## src/sv/ipru_pkg.sv

```systemverilog
`timescale 1ns / 1ps
`default_nettype none
// -----------------------------------------------------------------------------
// ipru_pkg
// shared constants and types of the integer pixel replication upscaler
// -----------------------------------------------------------------------------
package ipru_pkg;

  localparam int unsigned LINE_PIXELS = 4096;
  localparam int unsigned ADDR_W      = $clog2(LINE_PIXELS);
  localparam int unsigned MAX_SCALE   = 16;
  localparam int unsigned SCALE_W     = 5;
  localparam int unsigned WIDTH_W     = 13;
  localparam int unsigned PIX_W       = 24;
  localparam int unsigned CFG_IDX_W   = 1;
  localparam int unsigned CFG_DATA_W  = 13;
  localparam int unsigned OUT_DATA_W  = 32;

  // register indexes of the configuration port
  localparam logic [CFG_IDX_W-1:0] REG_SCALE = 1'b0;
  localparam logic [CFG_IDX_W-1:0] REG_WIDTH = 1'b1;

  // input kinds carried on tuser
  localparam logic KIND_PIXEL = 1'b0;
  localparam logic KIND_TICK  = 1'b1;

  // line memory access request
  typedef struct packed {
    logic              we;
    logic [ADDR_W-1:0] waddr;
    logic [PIX_W-1:0]  wdata;
    logic              re;
    logic [ADDR_W-1:0] raddr;
  } mem_req_t;

  // one emission job: a pixel repeated copies times
  typedef struct packed {
    logic               valid;
    logic               from_mem;
    logic [PIX_W-1:0]   pix;
    logic [SCALE_W-1:0] copies;
    logic               row_end;
    logic [1:0]         pad;
  } job_t;

endpackage
`default_nettype wire

```

## src/sv/ipru_emit.sv

```systemverilog
`timescale 1ns / 1ps
`default_nettype none
// -----------------------------------------------------------------------------
// ipru_emit
// job holding register and output register that repeats each pixel
// -----------------------------------------------------------------------------
module ipru_emit (
  input  wire logic                              clk_i,
  input  wire logic                              rst_ni,
  input  wire ipru_pkg::job_t                    job_i,
  input  wire logic [ipru_pkg::PIX_W-1:0]        rdata_i,
  output logic                                   job_ready_o,
  output logic                                   out_valid_o,
  input  wire logic                              out_ready_i,
  output logic [ipru_pkg::PIX_W-1:0]             out_pix_o,
  output logic                                   out_row_end_o,
  output logic [1:0]                             out_pad_o,
  output logic                                   out_last_o
);

  ipru_pkg::job_t               job_q, job_d;
  logic                         o_valid_q, o_valid_d;
  logic [ipru_pkg::PIX_W-1:0]   o_pix_q, o_pix_d;
  logic [ipru_pkg::SCALE_W-1:0] o_left_q, o_left_d;
  logic                         o_row_end_q, o_row_end_d;
  logic [1:0]                   o_pad_q, o_pad_d;
  logic                         free, job_move;

  always_ff @(posedge clk_i or negedge rst_ni) begin
    if (!rst_ni) begin
      job_q     <= '0;
      o_valid_q <= 1'b0;
    end else begin
      job_q     <= job_d;
      o_valid_q <= o_valid_d;
    end
  end

  always_ff @(posedge clk_i) begin
    o_pix_q        <= o_pix_d;
    o_left_q       <= o_left_d;
    o_row_end_q    <= o_row_end_d;
    o_pad_q        <= o_pad_d;
  end

  always_comb begin
    free     = !o_valid_q || (out_ready_i && (o_left_q == '0));
    job_move = job_q.valid && free;

    job_d = job_q;
    if (job_i.valid) begin
      job_d = job_i;
    end else if (job_move) begin
      job_d.valid = 1'b0;
    end

    o_valid_d   = o_valid_q;
    o_pix_d     = o_pix_q;
    o_left_d    = o_left_q;
    o_row_end_d = o_row_end_q;
    o_pad_d     = o_pad_q;
    if (free) begin
      o_valid_d   = job_q.valid;
      // read data stays put until the next read, which needs this slot free
      o_pix_d     = job_q.from_mem ? rdata_i : job_q.pix;
      o_left_d    = job_q.copies - ipru_pkg::SCALE_W'(1);
      o_row_end_d = job_q.row_end;
      o_pad_d     = job_q.pad;
    end else if (o_valid_q && out_ready_i) begin
      o_left_d = o_left_q - ipru_pkg::SCALE_W'(1);
    end
  end

  assign job_ready_o   = !job_q.valid || job_move;
  assign out_valid_o   = o_valid_q;
  assign out_pix_o     = o_pix_q;
  assign out_last_o    = (o_left_q == '0);
  assign out_row_end_o = out_last_o && o_row_end_q;
  assign out_pad_o     = out_row_end_o ? o_pad_q : 2'b00;

endmodule
`default_nettype wire
```

## config.mk

```make
export PLATFORM = sky130hd
export DESIGN_NAME = ipru_emit
export DESIGN_NICKNAME = d
export VERILOG_FILES = /design/src/sv/ipru_pkg.sv /design/src/sv/ipru_emit.sv
export SDC_FILE = /design/constraint.sdc
export NUM_CORES = 1
export LEC_CHECK = 0
export BUFFER_PORTS_ARGS = -buffer_cell sky130_fd_sc_hd__buf_4
export CORE_ASPECT_RATIO = 1.1
export CORE_UTILIZATION = 50
export DETAILED_ROUTE_END_ITERATION = 12
export GPL_ROUTABILITY_DRIVEN = 0
export PLACE_DENSITY = 0.79
export SYNTH_ARGS = -nofsm -noshare
export SYNTH_HDL_FRONTEND = slang
export SYNTH_SLANG_ARGS = --single-unit
```

## constraint.sdc

```tcl
create_clock -name clk_i -period 3.7 [get_ports clk_i]
set_input_delay 0.185 -clock clk_i [delete_from_list [all_inputs] [get_ports clk_i]]
set_output_delay 0.185 -clock clk_i [all_outputs]
set_load 0.02 [all_outputs]
```

==> results_dict.tcl <==
set metrics [dict create \
    critical_path_depth 7 \
    htree_levels 3 \
    avgSynthCellArea_sq_um 15.8 \
    critical-path-top-delay-family "compound AO/OA/AOI/OAI gates" \
    skew_ps 9.10 \
    cts-root-to-sink-buffers 2 \
    slew_viol_final 0 \
    slew_headroom 0.334 \
    finalPower_mw 1.63 \
    worstHoldPathCells 3 \
    rr_worst_depth 7 \
    grt_max_degree 36 \
    drt_iter0_drc 80 \
    final_common_cell "buf_4" \
    p_leak_nw 1.57 \
    power_density_mw_per_mm2 435 \
    vdd_drop_max_mv 0.304 \
    cp.required_ps 3760 \
    port_buffers 90 \
    grt_pass1_wl_um 8630 \
    path_cells "or3b_1, o31ai_1, a22oi_1, ha_1, o2111ai_1, a21boi_1, o221ai_1" \
    ctsHoldBuffers 1 \
    maxCapViolCount 0 \
    dr.pass1.iters 4 \
    hold_class "primary input to flop" \
    clock-sinks 67 \
    yosysUniqueCellTypes 31 \
    viasPerCell 5.17 \
    crit_arrival_ps 2430 \
    fin_util 0.690 \
    grt-ovfl-total 0 \
    endpoint_kind "flop" \
    clkTransAtPathRegs_ps 70 \
    wl_per_cell_um 15.5 \
    start_util 0.521 \
    fin_nets 334 \
    layout_common_cells "91 x buf_4, 57 x mux2_2, 35 x dfrtp_1, 32 x edfxtp_1, 9 x clkbuf_8" \
    wirelength_um 5430 \
    antenna_cells 0 \
    vias 1813 \
    fmax_ghz 0.422 \
    antenna_found_initial 0 \
    critical_path.slowest_cell "or3b_1" \
    finalCritPeriodShare 0.641 \
    synth_nets 241 \
    dieArea_sq_mm 0.00597 \
    drive_gt1_frac 0.583 \
    syn_area_sq_mm 0.00283 \
    worstSetupPathType "flop to flop" \
    die_w_um 73.7 \
    ys_seq_elements 67 \
    grt_pass1_vias 1944 \
    final_antenna_net_count 0 \
    rsz0062_at_grt "false" \
    insertion_delay_ps 340 \
    dp_hpwl_um 3780 \
    tightest_slew_ps 999 \
    grt_usage 0.201 \
    crit_buf_inv 0 \
    die_y_um 80.9 \
    postSynthCellCount 179 \
    crit_path_start_kind "flop" \
    final.min_clock_period_ps 2370 \
    seq_area_frac_synth 0.649 \
    outcome "completed" \
    whs_ps 49.9 \
    ioPinCount 91 \
    cts-resized-gates 0 \
    cts_buffers 9 \
    route.detailed.drc 0 \
    coreArea_sq_mm 0.00543 \
    timing.final.setup_violations 0 \
    slowest_delay_ps 520 \
    cts_setup_buffers 0 \
    root_buffer "clkbuf_8" \
    area_delta_synth_final_pct 32.4 \
    ys.warnings.count 0 \
    rows 28 \
    finalSetupTns_ps 0 \
    cts_tree "built" \
    path_max_fanout 7 \
    hold_violations 0 \
]
## cell usage after synthesis, drive strengths merged
master / count / area [sq um]
nand2: 2 / 7.51
o211ai: 2 / 15.0
a22oi: 3 / 22.5
o31ai: 2 / 15.0
nor4: 1 / 6.26
and3: 2 / 12.5
buf: 8 / 37.5
o221ai: 1 / 8.76
a21oi: 3 / 15.0
or3: 1 / 6.26
a21boi: 1 / 7.51
edfxtp: 32 / 961
nor3: 1 / 10.0
clkbuf: 2 / 7.51
ha: 1 / 12.5
inv: 4 / 15.0
nand4bb: 1 / 11.3
a211oi: 1 / 7.51
mux2: 57 / 642
o2111ai: 2 / 17.5
nor2: 2 / 7.51
xnor2: 1 / 8.76
and2: 1 / 6.26
nand2b: 4 / 25.0
o21ai: 5 / 36.3
o22ai: 1 / 6.26
or3b: 1 / 8.76
xor2: 2 / 17.5
dfrtp: 35 / 876
## where the power goes
group          switching, mW  internal (mW)
Combinational         0.0693          0.127
Clock                  0.252          0.302
Sequential            0.0396          0.839
Total                  0.361           1.27
## state kept, by name, indices dropped and copies added, names as in the netlist
register / cells
job_q: 34
o_row_end_q: 1
o_pad_q: 2
out_valid_o: 1
o_left_q: 5
out_pix_o: 24
## cell type report
class                   count  area, sq um
flip-flops and latches     67         1840
fillers                   395         1680
multi-input cells          98          933
repair buffers             92          693
clock buffers              11          131
well taps                  75         93.8
clock inverters             4         42.5
inverters                   4         15.0
## cell families (layout without fill, tap and decap cells)
kind of cell             Yosys count  count (layout)  share of synthesized area
flip-flops                        67              67                      0.649
AO/OA/AOI/OAI                     21              21                     0.0535
AND/OR/NAND/NOR                   16              16                     0.0358
buffers and inverters             14             111                     0.0212
adder cells (fa/ha/maj)            1               1                    0.00442
XOR/XNOR                           3               3                    0.00929
multiplexers                      57              57                      0.227
## per-stage QoR
step                cell area, sq um  worst slack [ps]  instances
finish                          3750              1330        351
detailed placement              3560              1390        335
floorplan                       2830              1150        179
global route                    3750              1180        351
global placement                3560              1450        335
CTS                             3750              1360        351
## final timing paths
kind	from	endpoint	slack (ps)
worst min-delay path	job_i[3]	job_q[3]$_DFFE_PN0P_	50
min in group asynchronous	rst_ni	job_q[5]$_DFFE_PN0P_	340
worst min register to register	job_q[0]$_DFFE_PN0P_	o_pad_q[0]$_DFFE_PN_	450
worst max-delay path	o_left_q[3]$_DFFE_PP_	o_left_q[4]$_DFFE_PP_	1330
worst max register to register	o_left_q[3]$_DFFE_PP_	o_left_q[4]$_DFFE_PP_	1330
max in group asynchronous	rst_ni	job_q[0]$_DFFE_PN0P_	3030
## worst register-to-register path, cell delays in order (launching register included)
cell and delay (ps):
edfxtp_1 470, or3b_1 520, o31ai_1 250, a22oi_1 120, ha_1 310, o2111ai_1 90, a21boi_1 190, o221ai_1 130
## layer usage
layer,part of all wire,track usage,vias up
met5,0,0,-
met4,0.011,0.0962,0
met3,0.069,0.0794,11
met2,0.51,0.335,63
met1,0.41,0.225,885
li1,-,-,854
No activity file was read; power rests on OpenSTA's default activity.
