===== config.mk =====
export PLATFORM = sky130hd
export DESIGN_NAME = ipru_ctrl
export DESIGN_NICKNAME = d
export VERILOG_FILES = /design/src/sv/ipru_pkg.sv /design/src/sv/ipru_ctrl.sv
export SDC_FILE = /design/constraint.sdc
export NUM_CORES = 1
export LEC_CHECK = 0
export BUFFER_PORTS_ARGS = -buffer_cell sky130_fd_sc_hd__buf_2
export CORE_ASPECT_RATIO = 1.1
export CORE_MARGIN = 2
export CORE_UTILIZATION = 50
export DETAILED_ROUTE_END_ITERATION = 8
export PLACE_DENSITY_LB_ADDON = 0.05
export SETUP_SLACK_MARGIN = 0.15
export SLEW_MARGIN = 20
export SYNTH_ARGS = -nofsm -noshare
export SYNTH_HDL_FRONTEND = slang
export SYNTH_SLANG_ARGS = --single-unit

===== constraint.sdc =====
create_clock -name clk_i -period 4.85 [get_ports clk_i]
set_clock_uncertainty 0.1 [all_clocks]
set_input_delay 0.2425 -clock clk_i [delete_from_list [all_inputs] [get_ports clk_i]]
set_output_delay 0.2425 -clock clk_i [all_outputs]
set_load 0.01 [all_outputs]

===== src/sv/ipru_pkg.sv =====
`timescale 1ns / 1ps
`default_nettype none
// -----------------------------------------------------------------------------
// ipru_pkg
// shared constants and types of the integer pixel replication upscaler
// -----------------------------------------------------------------------------
package ipru_pkg;

  localparam int unsigned LINE_PIXELS = 4096;
  localparam int unsigned ADDR_W      = $clog2(LINE_PIXELS);
  localparam int unsigned MAX_SCALE   = 16;
  localparam int unsigned SCALE_W     = 5;
  localparam int unsigned WIDTH_W     = 13;
  localparam int unsigned PIX_W       = 24;
  localparam int unsigned CFG_IDX_W   = 1;
  localparam int unsigned CFG_DATA_W  = 13;
  localparam int unsigned OUT_DATA_W  = 32;

  // register indexes of the configuration port
  localparam logic [CFG_IDX_W-1:0] REG_SCALE = 1'b0;
  localparam logic [CFG_IDX_W-1:0] REG_WIDTH = 1'b1;

  // input kinds carried on tuser
  localparam logic KIND_PIXEL = 1'b0;
  localparam logic KIND_TICK  = 1'b1;

  // line memory access request
  typedef struct packed {
    logic              we;
    logic [ADDR_W-1:0] waddr;
    logic [PIX_W-1:0]  wdata;
    logic              re;
    logic [ADDR_W-1:0] raddr;
  } mem_req_t;

  // one emission job: a pixel repeated copies times
  typedef struct packed {
    logic               valid;
    logic               from_mem;
    logic [PIX_W-1:0]   pix;
    logic [SCALE_W-1:0] copies;
    logic               row_end;
    logic [1:0]         pad;
  } job_t;

endpackage
`default_nettype wire


===== src/sv/ipru_ctrl.sv =====
`timescale 1ns / 1ps
`default_nettype none
// -----------------------------------------------------------------------------
// ipru_ctrl
// configuration registers, fill and replay sequencing, memory requests
// -----------------------------------------------------------------------------
module ipru_ctrl (
  input  wire logic                              clk_i,
  input  wire logic                              rst_ni,
  input  wire logic                              cfg_we_i,
  input  wire logic [ipru_pkg::CFG_IDX_W-1:0]    cfg_idx_i,
  input  wire logic [ipru_pkg::CFG_DATA_W-1:0]   cfg_data_i,
  input  wire logic                              accept_i,
  input  wire logic                              kind_i,
  input  wire logic [ipru_pkg::PIX_W-1:0]        pix_i,
  output ipru_pkg::mem_req_t                     req_o,
  output ipru_pkg::job_t                         job_o
);

  logic [ipru_pkg::SCALE_W-1:0] scale_q;
  logic [ipru_pkg::WIDTH_W-1:0] width_q;
  logic [ipru_pkg::ADDR_W-1:0]  fill_q, fill_d;
  logic [ipru_pkg::ADDR_W-1:0]  rpos_q, rpos_d;
  logic [ipru_pkg::SCALE_W-2:0] pass_q, pass_d;
  logic                         replaying_q, replaying_d;

  logic [ipru_pkg::SCALE_W-1:0] scale_eff;
  logic [ipru_pkg::WIDTH_W-1:0] width_eff;
  logic                         pix_ok, tick_ok;
  logic [ipru_pkg::ADDR_W-1:0]  pos;
  logic                         pos_end;
  logic [3:0]                   prod;
  logic [1:0]                   bytes_lo, pad;
  logic [ipru_pkg::SCALE_W-1:0] pass_inc;

  always_ff @(posedge clk_i or negedge rst_ni) begin
    if (!rst_ni) begin
      scale_q <= ipru_pkg::SCALE_W'(1);
      width_q <= ipru_pkg::WIDTH_W'(1);
    end else if (cfg_we_i) begin
      case (cfg_idx_i)
        ipru_pkg::REG_SCALE: scale_q <= cfg_data_i[ipru_pkg::SCALE_W-1:0];
        ipru_pkg::REG_WIDTH: width_q <= cfg_data_i[ipru_pkg::WIDTH_W-1:0];
        default: ;
      endcase
    end
  end

  always_ff @(posedge clk_i or negedge rst_ni) begin
    if (!rst_ni) begin
      fill_q      <= '0;
      rpos_q      <= '0;
      pass_q      <= '0;
      replaying_q <= 1'b0;
    end else begin
      fill_q      <= fill_d;
      rpos_q      <= rpos_d;
      pass_q      <= pass_d;
      replaying_q <= replaying_d;
    end
  end

  always_comb begin
    // saturate out-of-range settings
    if (scale_q == '0) begin
      scale_eff = ipru_pkg::SCALE_W'(1);
    end else if (scale_q > ipru_pkg::SCALE_W'(ipru_pkg::MAX_SCALE)) begin
      scale_eff = ipru_pkg::SCALE_W'(ipru_pkg::MAX_SCALE);
    end else begin
      scale_eff = scale_q;
    end
    if (width_q == '0) begin
      width_eff = ipru_pkg::WIDTH_W'(1);
    end else if (width_q > ipru_pkg::WIDTH_W'(ipru_pkg::LINE_PIXELS)) begin
      width_eff = ipru_pkg::WIDTH_W'(ipru_pkg::LINE_PIXELS);
    end else begin
      width_eff = width_q;
    end

    // row padding only depends on the low two bits of width*scale*3
    prod     = {2'b00, width_eff[1:0]} * {2'b00, scale_eff[1:0]};
    bytes_lo = prod[1:0] + {prod[0], 1'b0};
    pad      = 2'b00 - bytes_lo;

    pix_ok  = (kind_i == ipru_pkg::KIND_PIXEL) && !replaying_q;
    tick_ok = (kind_i == ipru_pkg::KIND_TICK) && replaying_q;
    pos     = (kind_i == ipru_pkg::KIND_TICK) ? rpos_q : fill_q;
    pos_end = (ipru_pkg::WIDTH_W'(pos) + ipru_pkg::WIDTH_W'(1)) >= width_eff;
    pass_inc = {1'b0, pass_q} + ipru_pkg::SCALE_W'(1);

    fill_d      = fill_q;
    rpos_d      = rpos_q;
    pass_d      = pass_q;
    replaying_d = replaying_q;

    if (accept_i && pix_ok) begin
      if (pos_end) begin
        fill_d = '0;
        if (scale_eff != ipru_pkg::SCALE_W'(1)) begin
          replaying_d = 1'b1;
          rpos_d      = '0;
          pass_d      = (ipru_pkg::SCALE_W-1)'(1);
        end
      end else begin
        fill_d = fill_q + ipru_pkg::ADDR_W'(1);
      end
    end else if (accept_i && tick_ok) begin
      if (pos_end) begin
        rpos_d = '0;
        if (pass_inc >= scale_eff) begin
          replaying_d = 1'b0;
          pass_d      = '0;
        end else begin
          pass_d = pass_inc[ipru_pkg::SCALE_W-2:0];
        end
      end else begin
        rpos_d = rpos_q + ipru_pkg::ADDR_W'(1);
      end
    end

    req_o.we    = accept_i && pix_ok;
    req_o.waddr = fill_q;
    req_o.wdata = pix_i;
    req_o.re    = accept_i && tick_ok;
    req_o.raddr = rpos_q;

    job_o.valid    = accept_i && (pix_ok || tick_ok);
    job_o.from_mem = tick_ok;
    job_o.pix      = pix_i;
    job_o.copies   = scale_eff;
    job_o.row_end  = pos_end;
    job_o.pad      = pos_end ? pad : 2'b00;
  end

endmodule
`default_nettype wire


==> results.py, run 1 <==
metrics = {
    "routing": {
        "viasPerCell": 5.90,
        "ant_nets": 0,
        "wl_per_cell_um": 18.1,
        "vias": 2857,
        "drt_iter0_markers": 187,
        "drt-total-wl_um": 8750,
        "first_pass_iters": 5,
        "drc": 0,
    },
    "finish": {
        "syn_to_final_growth_pct": 1.07,
        "drive_above_1_share": 0.233,
        "antennaDiodeCount": 0,
        "final_area_mm2": 0.00368,
        "post-route-util": 0.522,
        "layout.nets": 465,
    },
    "synthesis": {
        "synthesis.nets": 471,
        "ys_seq_area_frac": 0.324,
        "synth_top_cell_by_area": "dfrtp_1",
        "synth_area_mm2": 0.00364,
        "synth.area.top_cells": "dfrtp_1, buf_4, ha_1",
        "synth-edff-count": 0,
        "synth-seq-cells": 47,
        "synth_cell_types": 59,
        "yosys-top-cells-count": "buf_4, dfrtp_1, nand2_1",
        "ys_async_sr_fraction": 1.00,
        "synth_top_area_frac": 0.309,
        "syn_area_per_cell_um2": 9.01,
        "yosysWarnings": 0,
        "syn_inst": 404,
        "ys.flop_type": "dfrtp_1",
        "yosysMostFrequentCell": "buf_4",
    },
    "worst_setup_path": {
        "critPathLaunchType": "register",
        "worstPathArrival_ns": 3.74,
        "endpoint_kind": "output port",
        "critPathKind": "register to output port",
        "path_cells": "nand3_1 > a21oi_1 > nand4_1 > or2_2 > xor2_1 > ha_1 > and4_1 > o2111ai_1 > o221ai_1 > buf_4 > nor2_1 > inv_2 > and3_1 > buf_2",
        "cp_data_required_time_ns": 4.51,
        "critPathMaxFanout": 11,
        "critPathMaxStageDelay_ns": 0.55,
        "cpMaxStageDelayCell": "dfrtp_1",
        "crit_family": "simple AND/OR/NAND/NOR gates",
        "cp_num_buf_inv": 3,
    },
    "power": {
        "leakagePower_nw": 1.71,
        "p_clk_frac": 0.228,
        "p_int_uw": 806,
        "ir_drop_mv": 0.189,
        "p_comb_frac": 0.348,
        "p_switching_uw": 478,
        "power.share.switching": 0.372,
        "powerDensity_mw_per_mm2": 349,
        "power_frac_seq": 0.424,
    },
    "sta": {
        "period_needed_ns": 4.08,
        "fmax_mhz": 245,
        "finalHoldViolCount": 0,
        "slew_violations": 0,
        "relSlewSlack": 0.504,
        "tns_ns": 0,
        "setup_viol": 0,
        "tightestPinTransition_ns": 0.737,
        "rsz0062_at_grt": "false",
        "timing.final.crit_share": 0.842,
    },
    "clocking": {
        "post_cts_buffers": 0,
        "path_clk_slew_ns": 0.09,
        "numCtsBuffers": 5,
        "clock-sinks": 47,
        "clockBufferDepth": 2,
        "h-tree-depth": 2,
        "root_buffer": "clkbuf_8",
        "cts-resized-gates": 0,
        "cts_tree": "yes",
        "clk_latency_ns": 0.31,
    },
    "grt": {
        "overflow": 0,
        "grt_pass1_vias": 2749,
        "grt_max_degree": 48,
        "gr-usage-all-layers": 0.221,
        "antenna_found_initial": 0,
        "grt_pass1_wl_um": 13900,
    },
    "die": {
        "die_x_um": 85.4,
        "pin_count": 127,
        "start_util": 0.517,
        "num_rows": 32,
        "chipHeight_um": 93.5,
        "core_area_mm2": 0.00705,
        "die_area_mm2": 0.00798,
    },
    "run_status": {
        "status": "completed",
    },
    "place": {
        "dpl.hpwl_um": 6650,
        "dpl-instance-area_mm2": 0.00356,
        "io_buffers": 54,
        "place.gp.congestion": 0.878,
    },
    "worst_hold_path": {
        "hp-class": "primary input to register",
    },
    "job": {
        "maxCapViolations": 0,
    },
}
-- sequential cells by signal (all words and copies together) (netlist names) --
| register | cells |
|---|---|
| fill_q | 12 |
| pass_q | 4 |
| replaying_q | 1 |
| rpos_q | 12 |
| scale_q | 5 |
| width_q | 13 |
-- power by group through the flow --
stage	sequential (mW)	combinational, mW	clock, mW
after floorplan	0.534	0.353	0
after global placement	0.552	0.435	0
after detailed placement	0.552	0.448	0
after CTS	0.544	0.450	0.299
after global routing	0.557	0.509	0.311
final	0.544	0.446	0.293
-- metal layers --
layer | global-route usage | up-vias | share of wire
li1 | - | 1388 | -
met4 | 0.0635 | 0 | 0.014
met5 | 0 | - | 0
met2 | 0.384 | 103 | 0.48
met1 | 0.279 | 1351 | 0.45
met3 | 0.0406 | 15 | 0.054
-- stage by stage --
stage               hold WS [ns]  power, mW  worst slack, ns  cells
floorplan                 -0.153      0.886             1.20    404
global placement           0.375      0.987             1.05    475
detailed placement         0.379       1.00            0.917    475
CTS                       0.0531       1.29            0.796    483
global route              0.0527       1.38            0.518    484
finish                    0.0632       1.28            0.766    484
-- kinds of logic (layout without fill, tap and decap cells) --
group,Yosys count,after routing,synth area share
AND/OR/NAND/NOR,127,127,0.175
XOR/XNOR,18,18,0.0433
AO/OA/AOI/OAI,76,76,0.147
adder cells (fa/ha/maj),24,24,0.0825
multiplexers,29,29,0.0863
buffers and inverters,83,78,0.142
flip-flops,47,47,0.324
-- cell usage in the layout, fill, tap and decap left out, drive strengths merged, types with 3 or more instances in the layout --
cell type  Yosys  layout
and2           4       4
o21ai         10      10
nand2         41      41
dfrtp         45      45
a21oi         13      13
and3           4       4
a32o           3       3
nand2b         3       3
xnor2          9       9
or2            3       3
nor3          10      10
nand3         14      14
a31oi         11      11
nor2          21      21
o22ai          4       4
or3            5       5
a22o           6       6
inv           13      13
o31ai          4       4
nor2b          4       4
mux2i         10      10
buf           58      55
a31o           4       4
nand3b         3       3
a21o           5       5
clkbuf        11       7
ha            24      24
xor2           9       9
nand4          6       6
mux2          19      19
nor4           4       4
-- layout make-up --
type                    count  area [µm²]
clock inverters             1        30.0
fillers                   673        3370
well taps                  85         106
multi-input cells         274        1950
flip-flops and latches     47        1180
inverters                  14        52.6
clock buffers               7        76.3
repair buffers             56         290
-- final timing paths --
kind | start | end | slack [ns] | cells past startpoint
min | cfg_data_i[12] | width_q[12] | 0.06 | 2
max | rpos_q[5] | job_o[0] | 0.77 | 14
min in group asynchronous | rst_ni | fill_q[1] | 0.37 | 2
min reg2reg | width_q[3] | width_q[3] | 0.44 | 1
max reg2reg | rpos_q[5] | pass_q[3] | 1.27 | 13
max in group asynchronous | rst_ni | width_q[0] | 3.89 | 2
-- repair_timing --
| action | in CTS | in global routing |
|---|---|---|
| hold buffers | 0 | 1 |
| endpoints found under the hold margin | 0 | 45 |
| endpoints found under the setup margin | 0 | 0 |
(Power assumes the default switching activity.)
==> run 2, diff against run 1 <==
clock period = 4.14 ns   (was 4.85 ns; I/O delays follow)
==> run 2 against run 1 <==
Global-route usage decreased by 0.22 points; core utilization grew 0.089 points; wire length is 3.2% lower; final area increased by 0.17%; critical path depth fell by 1; via count decreased by 0.88%; setup slack got worse by 0.37 ns; sequential power is 16% higher; register-to-register slack got worse by 0.70 ns.
==> results.py, run 2 (same netlist as run 1, synthesis figures left out) <==
metrics = {
    "run_status": {
        "status": "completed",
    },
    "clocking": {
        "cts_tree": "yes",
        "post_cts_buffers": 0,
        "path_clk_slew_ns": 0.08,
        "h-tree-depth": 2,
        "clock-sinks": 47,
        "clk_latency_ns": 0.31,
        "clockBufferDepth": 2,
        "numCtsBuffers": 5,
        "root_buffer": "clkbuf_8",
    },
    "sta": {
        "period_needed_ns": 3.75,
        "finalHoldViolCount": 0,
        "rsz0062_at_grt": "false",
        "relSlewSlack": 0.556,
        "setup_viol": 0,
        "fmax_mhz": 267,
        "tightestPinTransition_ns": 0.660,
        "tns_ns": 0,
        "setup_slack_ns": 0.391,
        "slew_violations": 0,
        "timing.final.crit_share": 0.906,
    },
    "worst_setup_path": {
        "regToRegEndpoint": "rpos_q[1]",
        "path_cells": "mux2_2 > ha_1 > nand4_1 > or2_2 > xor2_1 > ha_1 > and4_1 > o2111ai_1 > o221ai_1 > nor2_2 > inv_2 > and3_1 > buf_2",
        "critPathMostFrequentCell": "ha_1",
        "regToRegStartpoint": "rpos_q[0]",
        "cpMaxStageDelayCell": "dfrtp_1",
        "crit_family": "simple AND/OR/NAND/NOR gates",
        "worstPathArrival_ns": 3.44,
        "r2r_cells": 11,
        "crit_cells": 13,
        "critPathMaxFanout": 8,
        "critPathLaunchType": "register",
        "endpoint_kind": "output port",
        "critPathMaxStageDelay_ns": 0.49,
        "worstSetupEndpoint": "job_o[0]",
        "startpoint": "rpos_q[0]",
        "ff2ff_setup_slack_ns": 0.57,
        "cp_data_required_time_ns": 3.83,
        "cp_num_buf_inv": 2,
        "critPathKind": "register to output port",
    },
    "power": {
        "leakagePower_nw": 1.71,
        "powerDensity_mw_per_mm2": 388,
        "ir_drop_mv": 0.185,
    },
    "finish": {
        "top_register": "width_q",
        "largest_register_ffs": 13,
        "reg.largest.list": "width_q: 13 flops, fill_q: 12 flops, rpos_q: 12 flops",
        "mostFrequentLayoutCells": "buf_2, nand2_1, dfrtp_1",
        "syn_to_final_growth_pct": 1.24,
        "antennaDiodeCount": 0,
        "layout.nets": 468,
        "drive_above_1_share": 0.254,
        "layout_commonest_cell": "buf_2",
        "post-route-util": 0.523,
    },
    "grt": {
        "gr-usage-all-layers": 0.219,
        "grt_pass1_wl_um": 13700,
        "overflow": 0,
        "grt_max_degree": 48,
        "antenna_found_initial": 0,
        "grt_pass1_vias": 2689,
    },
    "routing": {
        "drc": 0,
        "first_pass_iters": 4,
        "wl_per_cell_um": 17.4,
        "vias": 2832,
        "ant_nets": 0,
        "drt-total-wl_um": 8470,
        "viasPerCell": 5.82,
        "drt_iter0_markers": 126,
    },
    "die": {
        "die_x_um": 85.4,
        "num_rows": 32,
        "core_area_mm2": 0.00705,
        "start_util": 0.517,
        "die_area_mm2": 0.00798,
        "pin_count": 127,
        "chipHeight_um": 93.5,
    },
    "place": {
        "post-place-ws_ns": 0.444,
        "place.gp.congestion": 0.929,
        "io_buffers": 54,
        "dpl.hpwl_um": 6520,
    },
    "job": {
        "maxCapViolations": 0,
    },
    "worst_hold_path": {
        "hp-class": "primary input to register",
    },
}
run 2: cell count changes in the layout (fill, tap and decap cells not counted):
cell       change
buf_4          +3
bufinv_16      -1
clkinv_2       +1
dfrtp_1        -5
dfrtp_2        +5
nor2_1         -1
nor2_2         +1
o21ai_0        -1
o21ai_1        +1
run 2: worst register-to-register path, stage by stage, from the launching register on:
cell,delay [ns]
dfrtp_1,0.49
mux2_2,0.23
ha_1,0.21
nand4_1,0.15
or2_2,0.35
xor2_1,0.17
ha_1,0.30
and4_1,0.24
o2111ai_1,0.15
o221a_2,0.47
a21oi_1,0.46
o22ai_1,0.13
run 2: worst min-delay path by stage:
stage | from | cells past startpoint | slack (ns) | endpoint
2_1_floorplan | rst_ni | 0 | -0.19 | fill_q[0]
3_3_place_gp | pix_i[16] | 0 | 0.31 | job_o[24]
3_5_place_dp | pix_i[16] | 0 | 0.31 | job_o[24]
4_1_cts | rst_ni | 1 | 0.03 | fill_q[10]
5_1_grt | cfg_data_i[10] | 2 | 0.03 | width_q[10]
6_report | cfg_data_i[6] | 2 | 0.04 | width_q[6]
run 2: final cells by class:
class,instances,area (µm²)
sequential,47,1180
clock inverter,1,5.00
inverter,14,52.6
tap,85,106
multi-input combinational,274,1950
fill,687,3360
clock buffer,7,76.3
timing repair buffer,59,313
run 2: metrics by stage:
step | cell area (µm²) | cells | hold WS, ns | power [mW]
after global routing | 3690 | 487 | 0.0286 | 1.54
after detailed placement | 3580 | 478 | 0.314 | 1.17
after global placement | 3580 | 478 | 0.314 | 1.16
final | 3690 | 487 | 0.0358 | 1.43
after CTS | 3660 | 486 | 0.0274 | 1.44
after floorplan | 3640 | 404 | -0.189 | 1.04
run 2: per-layer routing:
metal / wire length, µm / part of all wire / vias to the layer above / GRT usage
met5: 0 / 0 / - / 0
met4: 229 / 0.027 / 0 / 0.0926
met3: 495 / 0.058 / 20 / 0.0335
li1: - / - / 1386 / -
met1: 3750 / 0.44 / 1336 / 0.290
met2: 3990 / 0.47 / 90 / 0.355
run 2: power by group:
part / switching (mW) / internal (mW)
Sequential: 0.0951 / 0.534
Combinational: 0.297 / 0.233
Clock: 0.153 / 0.119
Total: 0.545 / 0.886
run 2: timing repair:
item | 4_1_cts | 5_1_grt
gates resized for setup | 0 | 7
hold buffers | 0 | 1
hold endpoints to repair | 0 | 45
endpoints found under the setup margin | 0 | 3
